`src/hw/rtl/rrts_pkg.sv`:
```
// Package for the round-robin task scheduler: op codes, slot states, payload structs.
// No dependencies.
package rrts_pkg;

    typedef enum logic [2:0] {
        OP_CREATE   = 3'd0,
        OP_SCHEDULE = 3'd1,
        OP_KILL     = 3'd2,
        OP_SLEEP    = 3'd3,
        OP_EXIT     = 3'd4,
        OP_RESET    = 3'd5
    } t_op;

    localparam logic [2:0] ST_RUNNING  = 3'd0;
    localparam logic [2:0] ST_READY    = 3'd1;
    localparam logic [2:0] ST_SLEEPING = 3'd2;
    localparam logic [2:0] ST_DEAD     = 3'd3;
    localparam logic [2:0] ST_TOFREE   = 3'd4;

    localparam logic [1:0] STS_OK      = 2'd0;
    localparam logic [1:0] STS_REFUSED = 2'd1;
    localparam logic [1:0] STS_FULL    = 2'd2;

    typedef struct packed {
        logic [2:0]  op;
        logic [3:0]  target_pid;
        logic [15:0] stack_pages;
        logic [31:0] sleep_seconds;
        logic        save_old;
        logic [31:0] now_seconds;
    } t_in;

    typedef struct packed {
        logic [1:0]  status;
        logic [3:0]  new_pid;
        logic [3:0]  active_pid;
        logic        switched;
        logic [4:0]  live_count;
        logic [15:0] active_stack_pages;
    } t_out;

endpackage

```
`src/hw/rtl/round_robin_task_state_scheduler_core.sv`:
```
// Top level of the round-robin task scheduler: slot table plus a sequencer that
// walks the slots one per cycle with a single compare unit. Depends on rrts_pkg.
//
//  channel | signals                   | direction | transfer
//  input   | i_start, i_in, o_busy     | in        | i_start & !o_busy
//  result  | o_valid, o_out            | out       | o_valid (one cycle, no stall)
//
// Steps: create scans the slots for a free one, then gives the result; a schedule
// pass runs a wake/free sweep, a round-robin search and a result cycle; kill and
// sleep first run a target check; other refused ops go straight to the result.
// The slot sweeps over the one compare unit set how long each op takes.
// Reset: slot 0 running, all other slots dead, table size and live count one.
// Results cannot be stalled; o_busy is high from transfer until the result cycle.
module round_robin_task_state_scheduler_core #(
    parameter int MAX_TASKS = 16
) (
    input  logic            i_clk,
    input  logic            i_rst_n,
    input  logic            i_start,
    input  rrts_pkg::t_in   i_in,
    output logic            o_busy,
    output logic            o_valid,
    output rrts_pkg::t_out  o_out
);
    import rrts_pkg::*;

    localparam int IW = (MAX_TASKS > 1) ? $clog2(MAX_TASKS) : 1;
    localparam int CW = $clog2(MAX_TASKS + 1);

    typedef enum logic [2:0] {
        S_IDLE, S_CSCAN, S_SWEEP, S_SEARCH, S_FINISH, S_DONE
    } t_fsm;

    t_fsm               r_fsm;
    logic [2:0]         r_state [MAX_TASKS];
    logic [31:0]        r_wake  [MAX_TASKS];
    logic [15:0]        r_pages [MAX_TASKS];
    logic [CW-1:0]      r_size;
    logic [IW-1:0]      r_run;
    logic [CW-1:0]      r_count;
    t_in                r_in;
    logic [CW-1:0]      r_idx;
    logic [IW-1:0]      r_cand;
    logic [IW-1:0]      r_chosen;
    logic               r_found;
    logic               r_demote;
    logic [1:0]         r_status;
    logic [IW-1:0]      r_newpid;
    logic               r_sw;

    // shared sweep unit: state of the slot under the pointer and a wake compare
    logic [IW-1:0] w_ptr;
    logic [2:0]    w_st;
    logic          w_wake;
    logic [IW-1:0] w_next;
    logic [CW-1:0] w_tgt;
    logic          w_tgt_bad;
    logic [32:0]   w_sum;

    assign w_ptr  = r_idx[IW-1:0];
    assign w_st   = r_state[w_ptr];
    assign w_wake = (r_in.now_seconds >= r_wake[w_ptr]);
    assign w_next = (CW'(r_cand) + CW'(1) >= r_size) ? '0 : r_cand + 1'b1;
    assign w_tgt  = CW'(r_in.target_pid);
    assign w_tgt_bad = (r_in.target_pid == 4'd0) || (w_tgt >= r_size)
                    || (32'(r_in.target_pid) >= MAX_TASKS);
    assign w_sum  = {1'b0, r_in.now_seconds} + {1'b0, r_in.sleep_seconds};

    assign o_busy = (r_fsm != S_IDLE);

    always_ff @(posedge i_clk) begin
        if (!i_rst_n) begin
            r_fsm   <= S_IDLE;
            r_size  <= CW'(1);
            r_run   <= '0;
            r_count <= CW'(1);
            o_valid <= 1'b0;
            for (int k = 0; k < MAX_TASKS; k++) begin
                r_state[k] <= (k == 0) ? ST_RUNNING : ST_DEAD;
                r_wake[k]  <= '0;
                r_pages[k] <= '0;
            end
        end else begin
            o_valid <= 1'b0;
            unique case (r_fsm)
                S_IDLE: begin
                    if (i_start) begin
                        r_in     <= i_in;
                        r_idx    <= '0;
                        r_newpid <= '0;
                        r_sw     <= 1'b0;
                        r_found  <= 1'b0;
                        unique case (i_in.op)
                            OP_CREATE: begin
                                r_status <= STS_OK;
                                r_fsm    <= S_CSCAN;
                            end
                            OP_SCHEDULE: begin
                                r_status <= STS_OK;
                                r_demote <= i_in.save_old;
                                r_fsm    <= S_SWEEP;
                            end
                            OP_KILL, OP_SLEEP: begin
                                r_status <= STS_OK;
                                r_fsm    <= S_FINISH;
                            end
                            OP_EXIT: begin
                                if (r_run == '0) begin
                                    r_status <= STS_REFUSED;
                                    r_fsm    <= S_DONE;
                                end else begin
                                    r_status <= STS_OK;
                                    r_state[r_run] <= ST_TOFREE;
                                    if (r_count > CW'(1)) r_count <= r_count - 1'b1;
                                    r_demote <= 1'b1;
                                    r_fsm    <= S_SWEEP;
                                end
                            end
                            OP_RESET: begin
                                for (int k = 1; k < MAX_TASKS; k++)
                                    if (CW'(k) < r_size) r_state[k] <= ST_TOFREE;
                                r_status <= STS_OK;
                                r_count  <= CW'(1);
                                r_demote <= 1'b0;
                                r_fsm    <= S_SWEEP;
                            end
                            default: begin
                                r_status <= STS_REFUSED;
                                r_fsm    <= S_DONE;
                            end
                        endcase
                    end
                end
                // kill / sleep checks, done in the cycle after capture
                S_FINISH: begin
                    if (w_tgt_bad) begin
                        r_status <= STS_REFUSED;
                        r_fsm    <= S_DONE;
                    end else if (r_in.op == OP_KILL) begin
                        if (r_state[r_in.target_pid[IW-1:0]] != ST_DEAD &&
                            r_state[r_in.target_pid[IW-1:0]] != ST_TOFREE) begin
                            r_state[r_in.target_pid[IW-1:0]] <= ST_TOFREE;
                            if (r_count > CW'(1)) r_count <= r_count - 1'b1;
                            if (r_in.target_pid[IW-1:0] == r_run) begin
                                r_demote <= 1'b0;
                                r_fsm    <= S_SWEEP;
                            end else begin
                                r_fsm <= S_DONE;
                            end
                        end else begin
                            r_fsm <= S_DONE;
                        end
                    end else begin
                        r_state[r_in.target_pid[IW-1:0]] <= ST_SLEEPING;
                        r_wake[r_in.target_pid[IW-1:0]]  <= w_sum[32] ? '1 : w_sum[31:0];
                        r_demote <= 1'b1;
                        r_fsm    <= S_SWEEP;
                    end
                end
                // create: reuse the lowest dead or to-free slot, else append a new slot
                S_CSCAN: begin
                    if (r_idx < r_size) begin
                        if (w_st == ST_TOFREE || w_st == ST_DEAD) begin
                            r_state[w_ptr] <= ST_READY;
                            r_pages[w_ptr] <= r_in.stack_pages;
                            r_newpid       <= 4'(w_ptr);
                            if (r_count < CW'(MAX_TASKS)) r_count <= r_count + 1'b1;
                            r_fsm <= S_DONE;
                        end
                        r_idx <= r_idx + 1'b1;
                    end else begin
                        r_fsm <= S_DONE;
                        if (r_size >= CW'(MAX_TASKS)) begin
                            r_status <= STS_FULL;
                        end else begin
                            r_state[r_size[IW-1:0]] <= ST_READY;
                            r_pages[r_size[IW-1:0]] <= r_in.stack_pages;
                            r_newpid <= 4'(r_size);
                            r_size   <= r_size + 1'b1;
                            if (r_count < CW'(MAX_TASKS)) r_count <= r_count + 1'b1;
                        end
                    end
                end
                // pass part 1: wake sleepers, free to-free slots
                S_SWEEP: begin
                    if (r_idx < r_size) begin
                        if (w_st == ST_SLEEPING && w_wake) r_state[w_ptr] <= ST_READY;
                        else if (w_st == ST_TOFREE) r_state[w_ptr] <= ST_DEAD;
                        r_idx <= r_idx + 1'b1;
                    end else begin
                        r_idx    <= '0;
                        r_cand   <= r_run;
                        r_chosen <= '0;
                        r_found  <= 1'b0;
                        r_fsm    <= S_SEARCH;
                    end
                end
                // pass part 2: round-robin search after the running slot
                S_SEARCH: begin
                    if (r_idx < r_size && !r_found) begin
                        r_cand <= w_next;
                        if (r_state[w_next] == ST_READY || r_state[w_next] == ST_RUNNING) begin
                            r_chosen <= w_next;
                            r_found  <= 1'b1;
                        end
                        r_idx <= r_idx + 1'b1;
                    end else begin
                        if (r_demote && r_state[r_run] == ST_RUNNING && r_chosen != r_run)
                            r_state[r_run] <= ST_READY;
                        r_state[r_chosen] <= ST_RUNNING;
                        r_run <= r_chosen;
                        r_sw  <= 1'b1;
                        r_fsm <= S_DONE;
                    end
                end
                S_DONE: begin
                    o_valid <= 1'b1;
                    o_out.status             <= r_status;
                    o_out.new_pid            <= r_newpid;
                    o_out.active_pid         <= 4'(r_run);
                    o_out.switched           <= r_sw;
                    o_out.live_count         <= 5'(r_count);
                    o_out.active_stack_pages <= r_pages[r_run];
                    r_fsm <= S_IDLE;
                end
                default: r_fsm <= S_IDLE;
            endcase
        end
    end

endmodule
```
`config.mk`:
```
export PLATFORM = sky130hd
export DESIGN_NAME = round_robin_task_state_scheduler_core
export DESIGN_NICKNAME = d
export VERILOG_FILES = /design/src/hw/rtl/rrts_pkg.sv /design/src/hw/rtl/round_robin_task_state_scheduler_core.sv
export SDC_FILE = /design/constraint.sdc
export NUM_CORES = 2
export LEC_CHECK = 0
export BUFFER_PORTS_ARGS = -buffer_cell sky130_fd_sc_hd__buf_4
export CAP_MARGIN = 10
export CELL_PAD_IN_SITES_DETAIL_PLACEMENT = 0
export CELL_PAD_IN_SITES_GLOBAL_PLACEMENT = 1
export CORE_MARGIN = 2
export CORE_UTILIZATION = 53
export CTS_CLUSTER_SIZE = 12
export DETAILED_ROUTE_END_ITERATION = 16
export GPL_ROUTABILITY_DRIVEN = 0
export PLACE_DENSITY = 0.81
export SETUP_SLACK_MARGIN = 0.02
export SLEW_MARGIN = 0
export SYNTH_ARGS = -nofsm -noshare
export SYNTH_HDL_FRONTEND = slang
export SYNTH_SLANG_ARGS = --single-unit
export TNS_END_PERCENT = 1
```
`constraint.sdc`:
```
create_clock -name i_clk -period 7.1 [get_ports i_clk]
set_clock_uncertainty 0.05 [all_clocks]
set_input_delay 0.71 -clock i_clk [delete_from_list [all_inputs] [get_ports i_clk]]
set_output_delay 0.71 -clock i_clk [all_outputs]
set_load 0.01 [all_outputs]
```
==> summary.txt <==
Status
  – Status: finished, final reports clean

Critical path
  – Setup crit start kind: register
  – Worst reg2reg path depth: 14
  – WP data arrival: 6.47 ns
  – CP endpoint kind: register
  – CP Max Fanout: 33
  – Crit Path Category: reg -> reg
  – Worst path required time: approximately 7.6 ns
  – Reg2reg setup slack: roughly 1.2 ns
  – Worst r2r dst: r_state[10][0]

Logic synthesis
  – Most frequent cell after synthesis: edfxtp_1
  – Synth Register Bits: a little under 1000
  – Syn_area_per_cell: 13.9 sq um
  – Synth cell count leaders: 909 x edfxtp_1, 661 x nor2_1, 267 x and2_1, 267 x mux4_2, 202 x clkbuf_1
  – Ys Warns: 0
  – EDFF count, synth: 909
  – Synth top area cells: edfxtp_1 60%, mux4_2 13%, nor2_1 5.4%, and2_1 3.6%, dfxtp_1 3.4%
  – Mapped cell area: approximately 46000 sq um
  – Async set-reset flop share out of synthesis: 0%
  – Yosys top cell area share: 59.5%
  – Syn Inst Count: approximately 3300
  – Yosys top cell by area: edfxtp_1
  – Post-synthesis cell type count: just over 80
  – Register area share after synthesis: between 60% and 70%
  – Ys flop type: edfxtp_1

Global route
  – Initial antenna violation count: 3
  – Vias in the first global route: 29500
  – Total Routing Usage GR: around 30%
  – Grt total ovfl: 0
  – First-pass GRT wire length: 192000 um
  – Largest net degree at the start of global routing: 59

Die
  – Initial Util: between 50% and 60%
  – Die Area: between 80000 and 90000 sq um
  – Die Y: just under 300 um
  – Site row count: between 100 and 150
  – Core Footprint: roughly 85000 sq um
  – Io pins: between 100 and 150
  – Die Width: 298 um

Timing
  – Setup violations, final: 0
  – RSZ-0062 raised after global routing: false
  – Relative slew slack: approximately 17%
  – Hold violation count in the final report: 0
  – Fin crit share: ~83%
  – Peak Freq: around 170 MHz
  – Setup TNS: 0 ns
  – Tmin final: approximately 5.9 ns
  – Final Slew Violations: 0
  – Worst-margin pin slew: ~1.2 ns
  – WHS: between 0.15 and 0.2 ns
  – Fin worst setup slack: approximately 1.2 ns

Route
  – WL/cell: about 28 um
  – Detail Route Antenna Nets: 0
  – DRT Pass-1 Iters: 5
  – DRC viols: 0
  – Vias: slightly below 30000
  – Via density: 6.35
  – Final WL: roughly 130000 um
  – DRT iter0 DRCs: 3984

Clocking
  – H-tree levels: 3
  – Post_cts resized: 0
  – TritonCTS buffer count: between 100 and 150
  – Hold buffers post-CTS: 0
  – Setup bufs post-CTS: 0
  – TritonCTS Sinks: just under 1000
  – Root Buffer: clkbuf_16
  – Clk slew on worst S/H paths: about 0.060 ns
  – CTS tree: done
  – Worst-Skew Late Latency: about 0.67 ns
  – CTS Buffer Depth: 3

Placed design
  – Worst slack, placed: roughly 1.2 ns
  – Detailed Place HPWL: approximately 80000 um
  – Port Buffers: 124
  – Placed cells: 4457

Layout
  – Antenna diodes: 0
  – Post-Layout Cell Count: ~4600
  – Layout cells sized above 1: between 15 and 20%
  – Layout area overhead: 12.2%
  – Fin nets: approximately 3600

Power
  – Sw power: ~5.3 mW
  – Power Internal: 11.6 mW
  – Power Dens Cells: between 300 and 400 nW/um^2
  – Tot Pwr: 17.0 mW
  – Leak: roughly 19 nW
  – Combinational Power Share: about 26%
  – Clock share of power: around 31%
  – Sequential share of power: about 43%
  – Switching Share: 31.4%
  – VDD IR max: roughly 0.24 mV

Hold path
  – WHS Endpoint: r_in[37]
  – Worst Hold Path Cells: 1
  – Worst hold start: i_in[37]
  – Worst Hold Class: in -> reg

Flow run
  – Maxcap violations: 0
layer usage:
layer  vias up  part of all wire, %  global-route usage [%]  wire [um]
li1      12500                    -                       -          -
met1     14900                   38                    40.6      50100
met2      1768                   47                    46.8      61500
met3       280                   11                    6.44      14700
met4         0                  3.1                    9.30       4000
met5         -                    0                       0          0
cell type report:
cell class,instances,area (sq um)
Clock buffer,134,2760
Clock inverter,50,455
Fill cell,6600,34000
Inverter,68,255
Multi-Input combinational cell,2049,16100
Sequential cell,987,28900
Tap cell,1144,1430
Timing Repair Buffer,209,1610
stage by stage:
stage	util, %	area (sq um)
after global routing	60.2	51400
after CTS	60.2	51400
final	60.2	51400
after detailed placement	56.5	48200
after floorplan	-	46000
after global placement	56.5	48200
worst max-delay path by stage:
stage             start             end  slack (ns)  cells after the start
4_1_cts        register  r_state[14][0]        1.22                     14
5_1_grt        register  r_state[10][0]        0.84                     15
3_5_place_dp   register  r_state[14][0]        1.24                     14
6_report       register  r_state[10][0]        1.17                     14
2_1_floorplan  register  r_state[13][2]        1.81                     18
3_3_place_gp   register  r_state[14][1]        1.31                     14
cells by family (layout without fill, tap and decap cells):
group | Yosys count | after routing | synth area share [%]
AO/OA/AOI/OAI | 354 | 354 | 5.09
XOR/XNOR | 41 | 41 | 0.783
adder cells (fa/ha/maj) | 84 | 84 | 2.31
buffers and inverters | 298 | 461 | 2.50
flip-flops | 987 | 987 | 62.9
multiplexers | 300 | 300 | 13.9
other | 1 | 32 | 0.00818
AND/OR/NAND/NOR | 1238 | 1238 | 12.5
sequential cells by signal (all words and copies together), names as in the netlist, 4 cells and up, named ones only:
name / flops
r_wake: 512
r_pages: 256
r_in: 87
r_state: 48
o_out: 32
r_count: 5
r_idx: 5
r_size: 5
r_cand: 4
r_chosen: 4
r_newpid: 4
r_run: 4
power groups by stage:
stage | Clock, mW | Combinational, mW | Sequential [mW]
final | 5.23 | 4.38 | 7.36
after CTS | 5.28 | 4.36 | 7.35
after global routing | 5.49 | 4.73 | 7.41
after floorplan | 0 | 3.36 | 7.05
after detailed placement | 0 | 4.34 | 7.47
after global placement | 0 | 4.25 | 7.44
layout by cell type, fill, tap and decap left out, drive strengths merged, types with 7 or more instances in the layout:
cell type / count
a21o: 42
and3: 16
o21ai: 70
inv: 71
mux2: 10
mux4: 267
xnor2: 26
nand2b: 19
bufinv: 7
o21a: 16
a31oi: 17
nor4: 14
clkbuf: 134
dfxtp: 78
nor2b: 13
edfxtp: 909
nor2: 661
o22ai: 10
and2: 267
clkinv: 39
conb: 32
nand4: 7
a211oi: 14
a211o: 9
xor2: 15
mux2i: 23
a21oi: 102
buf: 209
nand3: 21
nor3: 65
nand2: 126
a311oi: 7
ha: 83
o21bai: 7
worst max-delay path: stages (launching register included):
cell,delay [ns]
dfxtp_4,0.83
buf_12,0.33
mux4_2,0.55
mux4_2,0.47
inv_1,0.08
ha_1,0.16
nand4_1,0.22
nor4_1,0.78
nand4_1,0.21
a211o_1,0.45
and2_1,0.29
a311oi_2,0.77
nor2_1,0.24
a21o_1,0.23
a21oi_1,0.14
Power figures use the tool's default switching activity.
